==> src/design/aminv_pkg.sv <==
// ----------------------------------------------------------------------------
// aminv_pkg
// Types, constants and the arithmetic step table of the affine inverse block.
// ----------------------------------------------------------------------------
`default_nettype none

package aminv_pkg;

  localparam int unsigned FRAC_BITS_DEF = 16;
  localparam int unsigned QUEUE_DEPTH   = 2;
  localparam int unsigned ELEM_W        = 32;
  localparam int unsigned OPND_W        = ELEM_W + 1;
  localparam int unsigned PROD_W        = 2 * OPND_W;
  localparam int unsigned ACC_W         = PROD_W + 32;
  localparam int unsigned COF_W         = 64;
  localparam int unsigned MAT_N         = 12;
  localparam int unsigned QUOT_W        = ELEM_W + 1;
  localparam int unsigned NUM_STEPS     = 42;
  localparam int unsigned STEP_W        = $clog2(NUM_STEPS);
  localparam int unsigned CFG_IDX_W     = 1;
  localparam int unsigned CFG_DATA_W    = 32;

  // operand codes: matrix words, then cofactor low words, then high words
  localparam logic [4:0] OPD_COF_LO = 5'd12;
  localparam logic [4:0] OPD_COF_HI = 5'd21;

  localparam logic [CFG_IDX_W-1:0] REG_MODE    = 1'b0;
  localparam logic [CFG_IDX_W-1:0] REG_DET_MIN = 1'b1;

  localparam logic [1:0] ROW_T = 2'd3;

  typedef logic [3:0][2:0][ELEM_W-1:0] mat_t;

  typedef struct packed {
    logic [1:0]               row;
    logic signed [ELEM_W-1:0] elem_x;
    logic signed [ELEM_W-1:0] elem_y;
    logic signed [ELEM_W-1:0] elem_z;
  } in_item_t;

  typedef struct packed {
    logic [1:0]               out_row;
    logic signed [ELEM_W-1:0] res_x;
    logic signed [ELEM_W-1:0] res_y;
    logic signed [ELEM_W-1:0] res_z;
    logic                     singular;
    logic                     last;
  } out_item_t;

  typedef enum logic [1:0] {
    DST_COF = 2'd0,
    DST_DET = 2'd1,
    DST_TRN = 2'd2
  } dst_e;

  typedef struct packed {
    logic [4:0] opa;
    logic [4:0] opb;
    logic       sub;
    logic       sh32;
    logic       first;
    logic       last;
    dst_e       dst;
    logic [3:0] dst_idx;
  } uop_t;

  function automatic int nx3(input int x);
    return (x == 2) ? 0 : x + 1;
  endfunction

  function automatic logic [4:0] mel(input int r, input int c);
    return 5'(r * 3 + c);
  endfunction

  // multiply-accumulate program: nine cofactors, determinant, translation sums
  function automatic uop_t uop_rom(input logic [STEP_W-1:0] st);
    uop_t u;
    int   i, r1, r2, s1, s2, j;
    u = '0;
    u.dst = DST_COF;
    for (int r = 0; r < 3; r++) begin
      for (int s = 0; s < 3; s++) begin
        i  = r * 3 + s;
        s1 = nx3(s);
        s2 = nx3(s1);
        r1 = nx3(r);
        r2 = nx3(r1);
        if (st == STEP_W'(2 * i)) begin
          u.opa   = mel(s1, r1);
          u.opb   = mel(s2, r2);
          u.first = 1'b1;
        end
        if (st == STEP_W'(2 * i + 1)) begin
          u.opa     = mel(s2, r1);
          u.opb     = mel(s1, r2);
          u.sub     = 1'b1;
          u.last    = 1'b1;
          u.dst     = DST_COF;
          u.dst_idx = 4'(i);
        end
      end
    end
    for (int k = 0; k < 3; k++) begin
      for (int h = 0; h < 2; h++) begin
        if (st == STEP_W'(18 + 2 * k + h)) begin
          u.opa   = mel(0, k);
          u.opb   = (h == 1) ? OPD_COF_HI + 5'(k * 3) : OPD_COF_LO + 5'(k * 3);
          u.sh32  = 1'(h);
          u.first = 1'(k == 0 && h == 0);
          u.last  = 1'(k == 2 && h == 1);
          u.dst   = DST_DET;
        end
      end
    end
    for (int s = 0; s < 3; s++) begin
      for (int k = 0; k < 3; k++) begin
        for (int h = 0; h < 2; h++) begin
          j = 24 + 6 * s + 2 * k + h;
          if (st == STEP_W'(j)) begin
            u.opa     = mel(3, k);
            u.opb     = (h == 1) ? OPD_COF_HI + 5'(k * 3 + s) : OPD_COF_LO + 5'(k * 3 + s);
            u.sh32    = 1'(h);
            u.first   = 1'(k == 0 && h == 0);
            u.last    = 1'(k == 2 && h == 1);
            u.dst     = DST_TRN;
            u.dst_idx = 4'(s);
          end
        end
      end
    end
    return u;
  endfunction

endpackage

`default_nettype wire

==> src/design/aminv_fifo.sv <==
// ----------------------------------------------------------------------------
// aminv_fifo
// Short job queue between the row loader and the compute engine.
// ----------------------------------------------------------------------------
`default_nettype none

module aminv_fifo #(
  parameter int unsigned DEPTH = aminv_pkg::QUEUE_DEPTH
) (
  input  wire logic            clk_i,
  input  wire logic            rst_ni,
  input  wire logic            push_i,
  input  wire aminv_pkg::mat_t din_i,
  input  wire logic            pop_i,
  output aminv_pkg::mat_t      dout_o,
  output logic                 empty_o,
  output logic                 full_o
);
  import aminv_pkg::*;

  localparam int unsigned PTR_W = (DEPTH > 1) ? $clog2(DEPTH) : 1;
  localparam int unsigned CNT_W = $clog2(DEPTH + 1);

  mat_t             mem_q [DEPTH];
  logic [PTR_W-1:0] wr_q, rd_q;
  logic [CNT_W-1:0] cnt_q;

  assign empty_o = (cnt_q == '0);
  assign full_o  = (cnt_q == CNT_W'(DEPTH));
  assign dout_o  = mem_q[rd_q];

  always_ff @(posedge clk_i) begin
    if (push_i) begin
      mem_q[wr_q] <= din_i;
    end
  end

  always_ff @(posedge clk_i or negedge rst_ni) begin
    if (!rst_ni) begin
      wr_q  <= '0;
      rd_q  <= '0;
      cnt_q <= '0;
    end else begin
      if (push_i) begin
        wr_q <= (wr_q == PTR_W'(DEPTH - 1)) ? '0 : wr_q + 1'b1;
      end
      if (pop_i) begin
        rd_q <= (rd_q == PTR_W'(DEPTH - 1)) ? '0 : rd_q + 1'b1;
      end
      if (push_i && !pop_i) begin
        cnt_q <= cnt_q + 1'b1;
      end else if (pop_i && !push_i) begin
        cnt_q <= cnt_q - 1'b1;
      end
    end
  end

endmodule

`default_nettype wire

==> config.mk <==
export PLATFORM = sky130hd
export DESIGN_NAME = aminv_fifo
export DESIGN_NICKNAME = d
export VERILOG_FILES = /design/src/design/aminv_pkg.sv /design/src/design/aminv_fifo.sv
export SDC_FILE = /design/constraint.sdc
export NUM_CORES = 1
export LEC_CHECK = 0
export ABC_AREA = 1
export BUFFER_PORTS_ARGS = -buffer_cell sky130_fd_sc_hd__buf_2
export CAP_MARGIN = 20
export CORE_AREA = 3 3 297 299
export CTS_CLUSTER_SIZE = 14
export DETAILED_ROUTE_END_ITERATION = 8
export DIE_AREA = 0 0 300 302
export HOLD_SLACK_MARGIN = 0.05
export SLEW_MARGIN = 30
export SYNTH_ARGS = -nofsm -noshare
export SYNTH_HDL_FRONTEND = slang
export SYNTH_SLANG_ARGS = --single-unit
==> constraint.sdc <==
create_clock -name clk_i -period 15.8 [get_ports clk_i]
set_input_delay 3.16 -clock clk_i [delete_from_list [all_inputs] [get_ports clk_i]]
set_output_delay 3.16 -clock clk_i [all_outputs]
set_load 0.01 [all_outputs]
==> results.sh <==
export IMPL_status="finished, final reports clean"
export IMPL_hold_viol_final=0
export IMPL_syn_avg_cell_area_um2=23.1
export IMPL_drv_slew=0
export IMPL_htreeDepth=3
export IMPL_met2_length_um=38000
export IMPL_min_delay_worst_endpoint="cnt_q[1]"
export IMPL_layout_drive_gt1_share=0.611
export IMPL_leakagePower_uw=0.0134
export IMPL_clock_sinks=772
export IMPL_die_area_mm2=0.0906
export IMPL_finalSetupTns_ns=0
export IMPL_min_from="cnt_q[1]"
export IMPL_period_share=0.445
export IMPL_wirelength_um=69800
export IMPL_place_congestion=0.885
export IMPL_synth_top_area_share=0.819
export IMPL_cts_tree="done"
export IMPL_cts_buffer_depth=3
export IMPL_ant_nets=0
export IMPL_min_path_type="flop to flop"
export IMPL_port_buffers=773
export IMPL_viasPerCell=4.44
export IMPL_required_ns=12.64
export IMPL_p_per_area_mw_per_mm2=183
export IMPL_met3WireLength_um=5580
export IMPL_critPathMaxFanout=78
export IMPL_fin_crit_ns=7.04
export IMPL_synth_most_common_cell="edfxtp_1"
export IMPL_synthTopCellsByCount="edfxtp_1, mux2_2, buf_6, mux2_4, inv_1"
export IMPL_rsz0062_at_grt="no"
export IMPL_ys_types=15
export IMPL_r2r_start="wr_q"
export IMPL_setup_viol=0
export IMPL_antenna_found_initial=28
export IMPL_start_util=0.330
export IMPL_crit_path_end_kind="output port"
export IMPL_ir_drop_mv=0.196
export IMPL_grt_max_degree=150
export IMPL_r2r_slack_ns=12.44
export IMPL_hold_buffers=0
export IMPL_wire_per_inst_um=21.3
export IMPL_cap_viol_max_count=0
export IMPL_area_growth_syn_to_layout_pct=27.4
export IMPL_num_rows=107
export IMPL_synthTopCellsByArea="edfxtp_1, mux2_2, buf_6"
export IMPL_setup_slack_ns=8.76
export IMPL_first_pass_iters=4
export IMPL_grt_overflow_total=0
export IMPL_synth_nets=1609
export IMPL_grtUsageTotal=0.146
export IMPL_async_reset_ff_frac=0.00518
export IMPL_critPathLaunch="rd_q"
export IMPL_yosysSeqAreaShare=0.822
export IMPL_crit_arrival_ns=3.88
export IMPL_slew_headroom=0.306
export IMPL_place_ws_ns=9.44
export IMPL_drcViolationCount=0
export IMPL_tightest_slew_ns=1.04
export IMPL_grt_pass1_vias=15800
export IMPL_path_class="flop to output port"
export IMPL_grt_pass1_wl_um=98700
export IMPL_r2r_cells=4
export IMPL_fin_worst_skew_ns=0.0254
export IMPL_synth_seq_cells=772
export IMPL_clk_latency_ns=0.62
export IMPL_cts_buffers=82
export IMPL_cts_clk_slew_worst_paths_ns=0.06
export IMPL_num_vias=14500
export IMPL_syn_area_mm2=0.0282
export IMPL_routedLengthMet1_um=23500
export IMPL_yosys_warnings=0
export IMPL_die_y_um=302
export IMPL_root_buffer="clkbuf_16"
export IMPL_max_freq_mhz=142
export IMPL_start_kind="flop"
export IMPL_dieWidth_um=300
export IMPL_synth_flop_cell="edfxtp_1"
export IMPL_layout_nets=2436
export IMPL_cts_setup_buffers=0
export IMPL_drt_iter0_markers=868
export IMPL_synth_edf_count=768
export IMPL_num_io_pins=774
export IMPL_routed_top_layer="met5"
export IMPL_cts_resized=0
export IMPL_r2r_end="mem_q[1][302]"
export IMPL_hpwl_um=50100
export IMPL_synth_cells=1220
export IMPL_core_area_mm2=0.0854
export IMPL_holdPathStages=2
export IMPL_synth_top_area_cell="edfxtp_1"
-- logic make-up (layout without fill, tap and decap cells) --
logic type	count (synthesis)	in the layout	share of synthesized area
XOR/XNOR	3	3	0.000933
adder cells (fa/ha/maj)	1	1	0.000444
buffers and inverters	50	943	0.0175
flip-flops	772	772	0.822
multiplexers	384	384	0.157
other	0	15	0
AND/OR/NAND/NOR	10	10	0.00147
-- where the power goes --
| part | switching, uW | internal (uW) |
|---|---|---|
| registers | 123 | 2720 |
| logic | 1020 | 798 |
| clock network | 778 | 1120 |
-- worst max-delay path, stage by stage (launching register included) --
cell and delay [ns]:
dfrtp_4 0.94, buf_4 0.73, buf_4 0.84, mux2_2 0.42
buf_2 0.14
-- cell type report --
class                   count  area, um^2
fillers                  7693       49500
well taps                1144        1430
inverters                   7        33.8
clock inverters            47         527
diodes                     15        37.5
multi-input cells         398        4520
flip-flops and latches    772       23200
repair buffers            786        4010
clock buffers             103        2170
-- worst max path at each step --
stage | end | slack (ns)
6_report | dout_o[274] | 8.76
5_1_grt | dout_o[275] | 8.59
4_1_cts | dout_o[281] | 8.72
3_5_place_dp | dout_o[281] | 9.44
3_3_place_gp | dout_o[271] | 9.50
2_1_floorplan | mem_q[0][0] | 2.14
-- layout by cell type (no fill, tap or decap) --
cell type,count
buf_2,773
diode_2,15
mux2_1,2
clkinv_16,2
buf_6,4
clkinv_4,1
xor2_1,2
nand3_1,1
buf_4,7
bufinv_16,8
nor2_4,1
edfxtp_1,768
clkbuf_8,2
mux2_4,30
clkinv_2,13
buf_12,2
nor2_1,2
clkinvlp_4,5
dfrtp_4,1
clkbuf_1,18
clkinv_1,13
clkbuf_16,83
inv_1,6
inv_8,1
inv_16,2
nand2_1,5
ha_1,1
xnor2_1,1
mux2_2,352
dfrtp_1,3
nand4_1,1
inv_6,3
-- per-stage QoR --
step | util | total power (uW) | area, um^2 | instances | hold slack [ns]
floorplan | - | 4180 | 28200 | 1220 | 0.463
global placement | 0.388 | 4690 | 33100 | 3107 | 0.479
detailed placement | 0.388 | 4730 | 33100 | 3107 | 0.519
CTS | 0.420 | 6640 | 35800 | 3257 | 0.531
global route | 0.420 | 6840 | 35900 | 3271 | 0.552
finish | 0.420 | 6550 | 35900 | 3272 | 0.530
-- layer usage --
| layer | vias to the layer above | GRT usage |
|---|---|---|
| met4 | 14 | 0.0679 |
| met5 | - | 0 |
| met2 | 549 | 0.271 |
| met1 | 7233 | 0.146 |
| li1 | 6567 | - |
| met3 | 152 | 0.0506 |
-- sequential cells by signal, indices dropped and copies added (netlist names) --
register	cells
cnt_q	2
rd_q	1
wr_q	1
mem_q	768
(Power assumes the default switching activity.)
