==> src/design/aminv_pkg.sv <==
// ----------------------------------------------------------------------------
// aminv_pkg
// Types, constants and the arithmetic step table of the affine inverse block.
// ----------------------------------------------------------------------------
`default_nettype none

package aminv_pkg;

  localparam int unsigned FRAC_BITS_DEF = 16;
  localparam int unsigned QUEUE_DEPTH   = 2;
  localparam int unsigned ELEM_W        = 32;
  localparam int unsigned OPND_W        = ELEM_W + 1;
  localparam int unsigned PROD_W        = 2 * OPND_W;
  localparam int unsigned ACC_W         = PROD_W + 32;
  localparam int unsigned COF_W         = 64;
  localparam int unsigned MAT_N         = 12;
  localparam int unsigned QUOT_W        = ELEM_W + 1;
  localparam int unsigned NUM_STEPS     = 42;
  localparam int unsigned STEP_W        = $clog2(NUM_STEPS);
  localparam int unsigned CFG_IDX_W     = 1;
  localparam int unsigned CFG_DATA_W    = 32;

  // operand codes: matrix words, then cofactor low words, then high words
  localparam logic [4:0] OPD_COF_LO = 5'd12;
  localparam logic [4:0] OPD_COF_HI = 5'd21;

  localparam logic [CFG_IDX_W-1:0] REG_MODE    = 1'b0;
  localparam logic [CFG_IDX_W-1:0] REG_DET_MIN = 1'b1;

  localparam logic [1:0] ROW_T = 2'd3;

  typedef logic [3:0][2:0][ELEM_W-1:0] mat_t;

  typedef struct packed {
    logic [1:0]               row;
    logic signed [ELEM_W-1:0] elem_x;
    logic signed [ELEM_W-1:0] elem_y;
    logic signed [ELEM_W-1:0] elem_z;
  } in_item_t;

  typedef struct packed {
    logic [1:0]               out_row;
    logic signed [ELEM_W-1:0] res_x;
    logic signed [ELEM_W-1:0] res_y;
    logic signed [ELEM_W-1:0] res_z;
    logic                     singular;
    logic                     last;
  } out_item_t;

  typedef enum logic [1:0] {
    DST_COF = 2'd0,
    DST_DET = 2'd1,
    DST_TRN = 2'd2
  } dst_e;

  typedef struct packed {
    logic [4:0] opa;
    logic [4:0] opb;
    logic       sub;
    logic       sh32;
    logic       first;
    logic       last;
    dst_e       dst;
    logic [3:0] dst_idx;
  } uop_t;

  function automatic int nx3(input int x);
    return (x == 2) ? 0 : x + 1;
  endfunction

  function automatic logic [4:0] mel(input int r, input int c);
    return 5'(r * 3 + c);
  endfunction

  // multiply-accumulate program: nine cofactors, determinant, translation sums
  function automatic uop_t uop_rom(input logic [STEP_W-1:0] st);
    uop_t u;
    int   i, r1, r2, s1, s2, j;
    u = '0;
    u.dst = DST_COF;
    for (int r = 0; r < 3; r++) begin
      for (int s = 0; s < 3; s++) begin
        i  = r * 3 + s;
        s1 = nx3(s);
        s2 = nx3(s1);
        r1 = nx3(r);
        r2 = nx3(r1);
        if (st == STEP_W'(2 * i)) begin
          u.opa   = mel(s1, r1);
          u.opb   = mel(s2, r2);
          u.first = 1'b1;
        end
        if (st == STEP_W'(2 * i + 1)) begin
          u.opa     = mel(s2, r1);
          u.opb     = mel(s1, r2);
          u.sub     = 1'b1;
          u.last    = 1'b1;
          u.dst     = DST_COF;
          u.dst_idx = 4'(i);
        end
      end
    end
    for (int k = 0; k < 3; k++) begin
      for (int h = 0; h < 2; h++) begin
        if (st == STEP_W'(18 + 2 * k + h)) begin
          u.opa   = mel(0, k);
          u.opb   = (h == 1) ? OPD_COF_HI + 5'(k * 3) : OPD_COF_LO + 5'(k * 3);
          u.sh32  = 1'(h);
          u.first = 1'(k == 0 && h == 0);
          u.last  = 1'(k == 2 && h == 1);
          u.dst   = DST_DET;
        end
      end
    end
    for (int s = 0; s < 3; s++) begin
      for (int k = 0; k < 3; k++) begin
        for (int h = 0; h < 2; h++) begin
          j = 24 + 6 * s + 2 * k + h;
          if (st == STEP_W'(j)) begin
            u.opa     = mel(3, k);
            u.opb     = (h == 1) ? OPD_COF_HI + 5'(k * 3 + s) : OPD_COF_LO + 5'(k * 3 + s);
            u.sh32    = 1'(h);
            u.first   = 1'(k == 0 && h == 0);
            u.last    = 1'(k == 2 && h == 1);
            u.dst     = DST_TRN;
            u.dst_idx = 4'(s);
          end
        end
      end
    end
    return u;
  endfunction

endpackage

`default_nettype wire

==> src/design/aminv_front.sv <==
// ----------------------------------------------------------------------------
// aminv_front
// Row loader: keeps the matrix rows and hands a full matrix to the queue.
// ----------------------------------------------------------------------------
`default_nettype none

module aminv_front (
  input  wire logic                clk_i,
  input  wire logic                rst_ni,
  input  wire logic                start_i,
  input  wire aminv_pkg::in_item_t item_i,
  input  wire logic                full_i,
  output logic                     busy_o,
  output logic                     push_o,
  output aminv_pkg::mat_t          job_o
);
  import aminv_pkg::*;

  mat_t store_q;
  logic accept;

  assign busy_o = full_i;
  assign accept = start_i && !full_i;
  assign push_o = accept && (item_i.row == ROW_T);

  always_comb begin
    job_o       = store_q;
    job_o[ROW_T] = {item_i.elem_z, item_i.elem_y, item_i.elem_x};
  end

  always_ff @(posedge clk_i or negedge rst_ni) begin
    if (!rst_ni) begin
      store_q <= '0;
    end else if (accept) begin
      store_q[item_i.row] <= {item_i.elem_z, item_i.elem_y, item_i.elem_x};
    end
  end

endmodule

`default_nettype wire

==> config.mk <==
export PLATFORM = sky130hd
export DESIGN_NAME = aminv_front
export DESIGN_NICKNAME = d
export VERILOG_FILES = /design/src/design/aminv_pkg.sv /design/src/design/aminv_front.sv
export SDC_FILE = /design/constraint.sdc
export NUM_CORES = 1
export LEC_CHECK = 0
export ABC_AREA = 1
export BUFFER_PORTS_ARGS = -buffer_cell sky130_fd_sc_hd__buf_2
export CAP_MARGIN = 20
export CORE_AREA = 2 2 190 192
export DETAILED_ROUTE_END_ITERATION = 10
export DIE_AREA = 0 0 192 194
export SETUP_SLACK_MARGIN = 0.3
export SYNTH_ARGS = -nofsm -noshare
export SYNTH_HDL_FRONTEND = slang
export SYNTH_SLANG_ARGS = --single-unit
==> constraint.sdc <==
create_clock -name clk_i -period 2.2 [get_ports clk_i]
set_input_delay 0.22 -clock clk_i [delete_from_list [all_inputs] [get_ports clk_i]]
set_output_delay 0.22 -clock clk_i [all_outputs]
set_load 0.05 [all_outputs]
==> out/results.tsv, run 1 <==
stage	metric	value	unit
outcome	status	complete, no violations	
die	initial_core_util	34.12	%
min_path	hold_path_class	primary input to flip-flop	
placed_design	dpl.cell_count	2137	
cells_and_area	nFillCells	3416	
cts	cts_root_buf	clkbuf_16	
timing	finalSetupViolCount	0	
detailed_routing	vias	10900	
grt	grt-ovfl-total	0	
timing	period_share	67.45	%
placed_design	place_congestion	0.8110	
logic_synthesis	seq_area_frac_synth	59.97	%
timing	maxSlewViolCount	0	
timing	fin_crit	1.484	ns
grt	track_usage	21.35	%
timing	rsz0062_at_grt	no	
logic_synthesis	syn_area	12020	sq um
logic_synthesis	syn_inst	1353	
cts	worstSkewPairLatency	0.55	ns
grt	grt_max_degree	146	
power	pwr-share-comb	36.0	%
logic_synthesis	ys_types	11	
cts	htree_num_levels	1	
cts	clock_path_buffers	3	
die	die_area	37250	sq um
power	max-vdd-ir-drop	786.3	uV
timing	worst_pin_slew	0.7076	ns
cells_and_area	layout-drive-gt1-share	31.22	%
power	p_int	10.80	mW
cells_and_area	finalNonFillerCells	2290	
die	num_io_pins	488	
detailed_routing	ant_nets	0	
setup_path	cp_cell_sequence	buf_2	
timing	skew	0	ns
setup_path	cp-start-kind	flip-flop	
detailed_routing	routed_via_density	4.760	
power	pwr_density_cell	1168	nW/um^2
setup_path	cp_top_family	flip-flops	
detailed_routing	drc_errors	0	
cts	cts.sinks	288	
power	swShare	43.20	%
die	fp.dieH	194	microns
detailed_routing	drt_pass1_iterations	6	
cells_and_area	area_growth	35.51	%
placed_design	portBuffers	487	
timing	timing.fmax	673.9	MHz
setup_path	worstPathMaxFanout	2	
setup_path	crit_buf_inv	1	
logic_synthesis	synth_area_leaders	dfrtp_1 60%, nand2_1 18%, nand3_1 12%	
logic_synthesis	synth_seq_cells	288	
power	p_clk_share	28.0	%
detailed_routing	routedWlPerCell	17.68	microns
cts	cts_buffers	31	
setup_path	crit_type	flip-flop to output pin	
timing	finalHoldViolations	0	
die	design.core.area	35220	sq um
die	die_w	192	microns
setup_path	r2r_setup_slack	1.54	ns
setup_path	critical_path.max_stage_delay	0.40	ns
detailed_routing	wl	40490	microns
job	maxCapViolCount	0	
power	p_sw	8.214	mW
logic_synthesis	syn-num-nets	1455	
setup_path	critPathArrivalTime	1.26	ns
cts	cts_tree	yes	
setup_path	cp-end-kind	output pin	
cells_and_area	nets	1908	
setup_path	required	1.98	ns
die	fp-row-count	69	
logic_synthesis	avgSynthCellArea	8.882	sq um
logic_synthesis	synth_warnings	0	
placed_design	hpwlAfterDp	25690	microns
power	p_leak	9.271	nW
grt	grt_pass1_wl	63130	microns
power	seqPwrFrac	36.0	%
setup_path	cpMaxStageDelayCell	dfrtp_1	
cts	postCtsSetupRepairBufs	0	
cts	path_clk_slew	0.06	ns
cells_and_area	diodes	0	
cells_and_area	largest_reg_flops	288	
logic_synthesis	synth_area_leader_cell	dfrtp_1	
logic_synthesis	netlist.area_leader.share	59.97	%
timing	tns	0	ns
detailed_routing	drtIter0Drc	606	
grt	grt_pass1_vias	10820	
timing	slew_headroom	52.82	%
grt	antenna_found_initial	0	
==> per-layer routing <==
| layer | share of wire (%) | vias to the layer above | global-route usage, % | wire [microns] |
|---|---|---|---|---|
| met5 | 0 | - | 0 | 0 |
| met4 | 2.7 | 0 | 5.485 | 1086 |
| li1 | - | 5132 | - | - |
| met3 | 7.1 | 69 | 4.036 | 2860 |
| met1 | 42 | 5236 | 28.31 | 16870 |
| met2 | 49 | 463 | 35.87 | 19670 |
==> cells in the mapped netlist <==
cell type,count
inv_1,2
buf_4,100
buf_2,52
dfrtp_1,288
nor2_2,4
nand3_1,288
inv_2,1
nand2_1,579
clkbuf_1,37
nand2_2,1
nor2_1,1
==> what timing repair did <==
item	4_1_cts	5_1_grt
gates resized for setup	0	0
hold buffers	97	0
endpoints found under the hold margin	345	0
==> final timing paths <==
kind | startpoint | to | cells after the start
max | job_o[24] | job_o[24] | 1
min | full_i | job_o[25] | 5
max reg2reg | job_o[24] | job_o[24] | 2
min reg2reg | job_o[115] | job_o[115] | 2
max in group asynchronous | rst_ni | job_o[155] | 3
min in group asynchronous | rst_ni | job_o[71] | 2
==> cell usage in the layout (no fill, tap or decap), drive strengths merged <==
cell type / netlist / layout
nand2: 580 / 580
buf: 152 / 512
nand3: 288 / 288
dfrtp: 288 / 288
dlygate4sd3: 0 / 97
clkbuf: 37 / 39
clkinv: 0 / 9
nor2: 5 / 5
bufinv: 0 / 4
inv: 3 / 4
clkinvlp: 0 / 3
==> stage by stage <==
step                total power, mW  util (%)  instance area (sq um)  worst slack (ns)  hold WS [ns]
finish                        19.02     46.23                  16290            0.7160        0.1671
global route                  19.84     46.23                  16290            0.6168        0.1956
CTS                           19.18     46.23                  16290            0.6877        0.1432
detailed placement            13.66     40.55                  14280            0.7459        0.2263
global placement              13.59     40.55                  14280            0.7753        0.2105
floorplan                     11.82         -                  12020            0.4156      -0.07559
==> final cells by class <==
| cell class | instances | area (sq um) | area share (%) |
|---|---|---|---|
| well taps | 461 | 576.8 | 3.542 |
| multi-input cells | 873 | 3690 | 22.66 |
| inverters | 3 | 11.26 | 0.06915 |
| clock buffers | 39 | 835.8 | 5.132 |
| repair buffers | 609 | 3769 | 23.14 |
| clock inverters | 17 | 196.4 | 1.206 |
| flip-flops and latches | 288 | 7207 | 44.25 |
==> logic make-up after synthesis <==
group	share of synthesized area, %
and+or+nand+nor	30.37
buffers and inverters	9.662
DFF	59.97
==> power groups by stage <==
stage	Combinational [mW]	Clock, mW	Sequential (mW)
after floorplan	1.40	0	10.4
after global placement	6.70	0	6.89
after detailed placement	6.76	0	6.90
after CTS	6.89	5.46	6.83
after global routing	7.23	5.66	6.95
final	6.85	5.33	6.84
(Power assumes the default switching activity.)
==> inputs of run 2 (changes only) <==
--- a/config.mk
+++ b/config.mk
@@ -5,12 +5,12 @@
 export SDC_FILE = /design/constraint.sdc
 export NUM_CORES = 1
 export LEC_CHECK = 0
-export ABC_AREA = 1
+export ABC_AREA = 0
 export BUFFER_PORTS_ARGS = -buffer_cell sky130_fd_sc_hd__buf_2
 export CAP_MARGIN = 20
-export CORE_AREA = 2 2 190 192
+export CORE_AREA = 2 2 188 190
 export DETAILED_ROUTE_END_ITERATION = 10
-export DIE_AREA = 0 0 192 194
+export DIE_AREA = 0 0 190 192
 export SETUP_SLACK_MARGIN = 0.3
 export SYNTH_ARGS = -nofsm -noshare
 export SYNTH_HDL_FRONTEND = slang
==> constraint.sdc (replaced) <==
create_clock -name clk_i -period 1.5 [get_ports clk_i]
set_input_delay 0.15 -clock clk_i [delete_from_list [all_inputs] [get_ports clk_i]]
set_output_delay 0.15 -clock clk_i [all_outputs]
set_load 0.05 [all_outputs]
==> run 2 against run 1 <==
Compared with the run above:
- sequential share of layout area shrank 6.0 points
- register-to-register slack lost 1.1 ns
- wire length shrank 13%
- synthesized cell count shrank 48%
- combinational power grew 110%
==> out/results.tsv, run 2 <==
stage	metric	value	unit	change
grt	grt_max_degree	57		-61%
timing	rsz0062_at_grt	yes		
logic_synthesis	synth_area_leader_cell	dfrtp_1		
timing	maxSlewViolCount	0		unchanged
setup_path	critical_path.max_stage_delay	0.45	ns	+0.05 ns
cells_and_area	diodes	0		unchanged
logic_synthesis	synth_edf_count	0		unchanged
power	pwr_density_cell	1729	nW/um^2	+48%
setup_path	critPathArrivalTime	1.18	ns	-0.08 ns
logic_synthesis	syn_area	11510	sq um	-4.2%
cells_and_area	final_cell_mix	288 x buf_6, 287 x dfrtp_1, 198 x buf_2		
logic_synthesis	synthTopCellsByCount	288 x dfrtp_1, 233 x mux2_2, 102 x buf_4		
setup_path	cp-start-kind	flip-flop		
timing	period_share	88.66	%	
min_path	hold_path_class	primary input to asynchronous set/reset pin		
setup_path	timing.rr.start	job_o[199]		
detailed_routing	vias	8208		-25%
cts	cts_tree	yes		
power	max-vdd-ir-drop	1229	uV	+56%
cts	clock_path_buffers	3		unchanged
logic_synthesis	syn_inst	709		-48%
setup_path	crit_buf_inv	1		unchanged
cts	path_clk_slew	0.06	ns	about the same
timing	worst_pin_slew	0.5708	ns	-0.1368 ns
setup_path	required	1.35	ns	-0.63 ns
detailed_routing	wl	35180	microns	-13%
grt	grt-ovfl-total	0		unchanged
cts	htree_num_levels	1		unchanged
logic_synthesis	ys_types	10		-1
logic_synthesis	async_flop_share	100.0	%	unchanged
grt	antenna_found_initial	0		unchanged
logic_synthesis	synthFlopType	dfrtp_1		
setup_path	r2r_end	job_o[199]		
cells_and_area	area_growth	63.84	%	
setup_path	cp_top_family	flip-flops		
cells_and_area	final_common_cell	buf_6		
detailed_routing	ant_nets	0		unchanged
cells_and_area	layout-drive-gt1-share	68.69	%	+37 points
cells_and_area	largest_reg_flops	288		unchanged
logic_synthesis	syn-num-nets	811		-44%
setup_path	worstPathMaxFanout	2		unchanged
setup_path	cp_cell_sequence	buf_6		
power	p_leak	9.017	nW	-2.7%
logic_synthesis	synth_area_leaders	dfrtp_1 63%, mux2_2 23%, buf_4 6.7%		
power	power	32.60	mW	+71%
timing	skew	0	ns	unchanged
logic_synthesis	synth_warnings	0		unchanged
die	fp.dieH	192	microns	-1.0%
grt	grt_pass1_vias	8706		-20%
die	fp-row-count	68		-1.4%
die	initial_core_util	33.57	%	-0.55 points
die	die_w	190	microns	-1.0%
placed_design	portBuffers	487		unchanged
logic_synthesis	netlist.area_leader.share	62.62	%	+2.6 points
timing	finalHoldViolations	0		unchanged
placed_design	place_congestion	0.7786		-4.0%
cts	cts.sinks	288		unchanged
cts	cts_root_buf	clkbuf_16		
detailed_routing	drc_errors	0		unchanged
detailed_routing	routed_via_density	4.498		-5.5%
die	num_io_pins	488		unchanged
grt	grt_pass1_wl	51730	microns	-18%
die	die_area	36480	sq um	-2.1%
cells_and_area	nets	1449		-24%
cts	cts_buffers	30		-3.2%
job	maxCapViolCount	0		unchanged
detailed_routing	drt_pass1_iterations	4		-2
setup_path	cp.depth	1		unchanged
timing	fin_crit	1.330	ns	
placed_design	hpwlAfterDp	22830	microns	-11%
logic_synthesis	synth_seq_cells	288		unchanged
setup_path	reg2reg_depth	3		+1
setup_path	cpMaxStageDelayCell	dfrtp_2		
cts	worstSkewPairLatency	0.55	ns	about the same
die	design.core.area	34290	sq um	-2.7%
timing	finalSetupViolCount	0		unchanged
setup_path	r2r_setup_slack	0.43	ns	-1.11 ns
timing	timing.fmax	752.0	MHz	
grt	track_usage	18.32	%	-3.0 points
setup_path	cp-end-kind	output pin		
detailed_routing	drtIter0Drc	171		-72%
outcome	status	complete, no violations		
logic_synthesis	avgSynthCellArea	16.23	sq um	+83%
logic_synthesis	seq_area_frac_synth	62.62	%	+2.6 points
detailed_routing	routedWlPerCell	19.28	microns	+9.0%
logic_synthesis	synth_most_common_cell	dfrtp_1		
setup_path	critPathLaunch	job_o[102]		
timing	slew_headroom	61.95	%	+9.1 points
setup_path	crit_type	flip-flop to output pin		
cells_and_area	utilization	55.00	%	+8.8 points
==> run 2: cell types whose count changed after synthesis, moves of 2 or more <==
cell	delta
mux2_1	+45
mux2_4	+10
and4bb_2	+2
buf_6	+10
buf_2	-35
clkbuf_1	-37
mux2_2	+233
nand3_1	-288
nor2_2	-4
buf_4	+2
nand2_1	-579
inv_1	-2
==> run 2: report_power, final <==
group          internal, mW  switching [mW]  total (mW)  leakage, nW
Sequential             9.50            1.30        10.8         3.46
Combinational          5.82            8.85        14.7         5.08
Clock                  4.05            3.07        7.12        0.481
==> run 2: how the worst max path moves through the flow <==
stage	end	slack, ns
after floorplan	job_o[0]	0.24
after CTS	job_o[106]	0.15
after detailed placement	job_o[62]	-0.03
after global placement	job_o[84]	-0.005
after global routing	job_o[106]	0.15
final	job_o[102]	0.17
==> run 2: area by class of cell <==
type                    count  area (sq um)
fillers                  2707         15430
flip-flops and latches    288          7208
repair buffers            735          6604
multi-input cells         292          3527
clock buffers              41         873.3
well taps                 455         569.3
clock inverters            14         76.32
==> run 2: routing by layer <==
layer / vias up / global-route usage [%] / share of wire (%) / wire length (microns)
li1: 3657 / - / - / -
met1: 4140 / 21.49 / 38 / 13300
met2: 348 / 32.50 / 52 / 18200
met3: 63 / 4.586 / 7.5 / 2634
met4: 0 / 6.559 / 3.0 / 1047
met5: - / 0 / 0 / 0
==> run 2: cells by family (layout without fill, tap and decap cells) <==
| family | count (synthesis) | in the layout | synth area share [%] |
|---|---|---|---|
| muxes | 288 | 288 | 28.50 |
| DFF | 288 | 288 | 62.62 |
| and+or+nand+nor | 4 | 4 | 0.5109 |
| buffers and inverters | 129 | 790 | 8.370 |
==> run 2: stage by stage <==
stage | setup WS, ns | cells | hold slack [ns] | setup TNS (ns) | cell area, sq um
after floorplan | 0.2377 | 709 | -0.1456 | 0 | 11750
after global placement | -0.004569 | 1574 | 0.1402 | -0.008641 | 14390
after detailed placement | -0.03064 | 1574 | 0.1451 | -0.6938 | 14390
after CTS | 0.1482 | 1774 | 0.1504 | 0 | 18480
after global routing | 0.1505 | 1825 | 0.1879 | 0 | 18860
final | 0.1702 | 1825 | 0.1413 | 0 | 18860
==> run 2: repair_timing <==
item / in CTS / in global routing
gates resized for setup: 577 / 0
setup endpoints to repair: 288 / 288
buffers inserted: 48 / 51
endpoints found under the hold margin: 543 / 0
hold buffers: 97 / 0
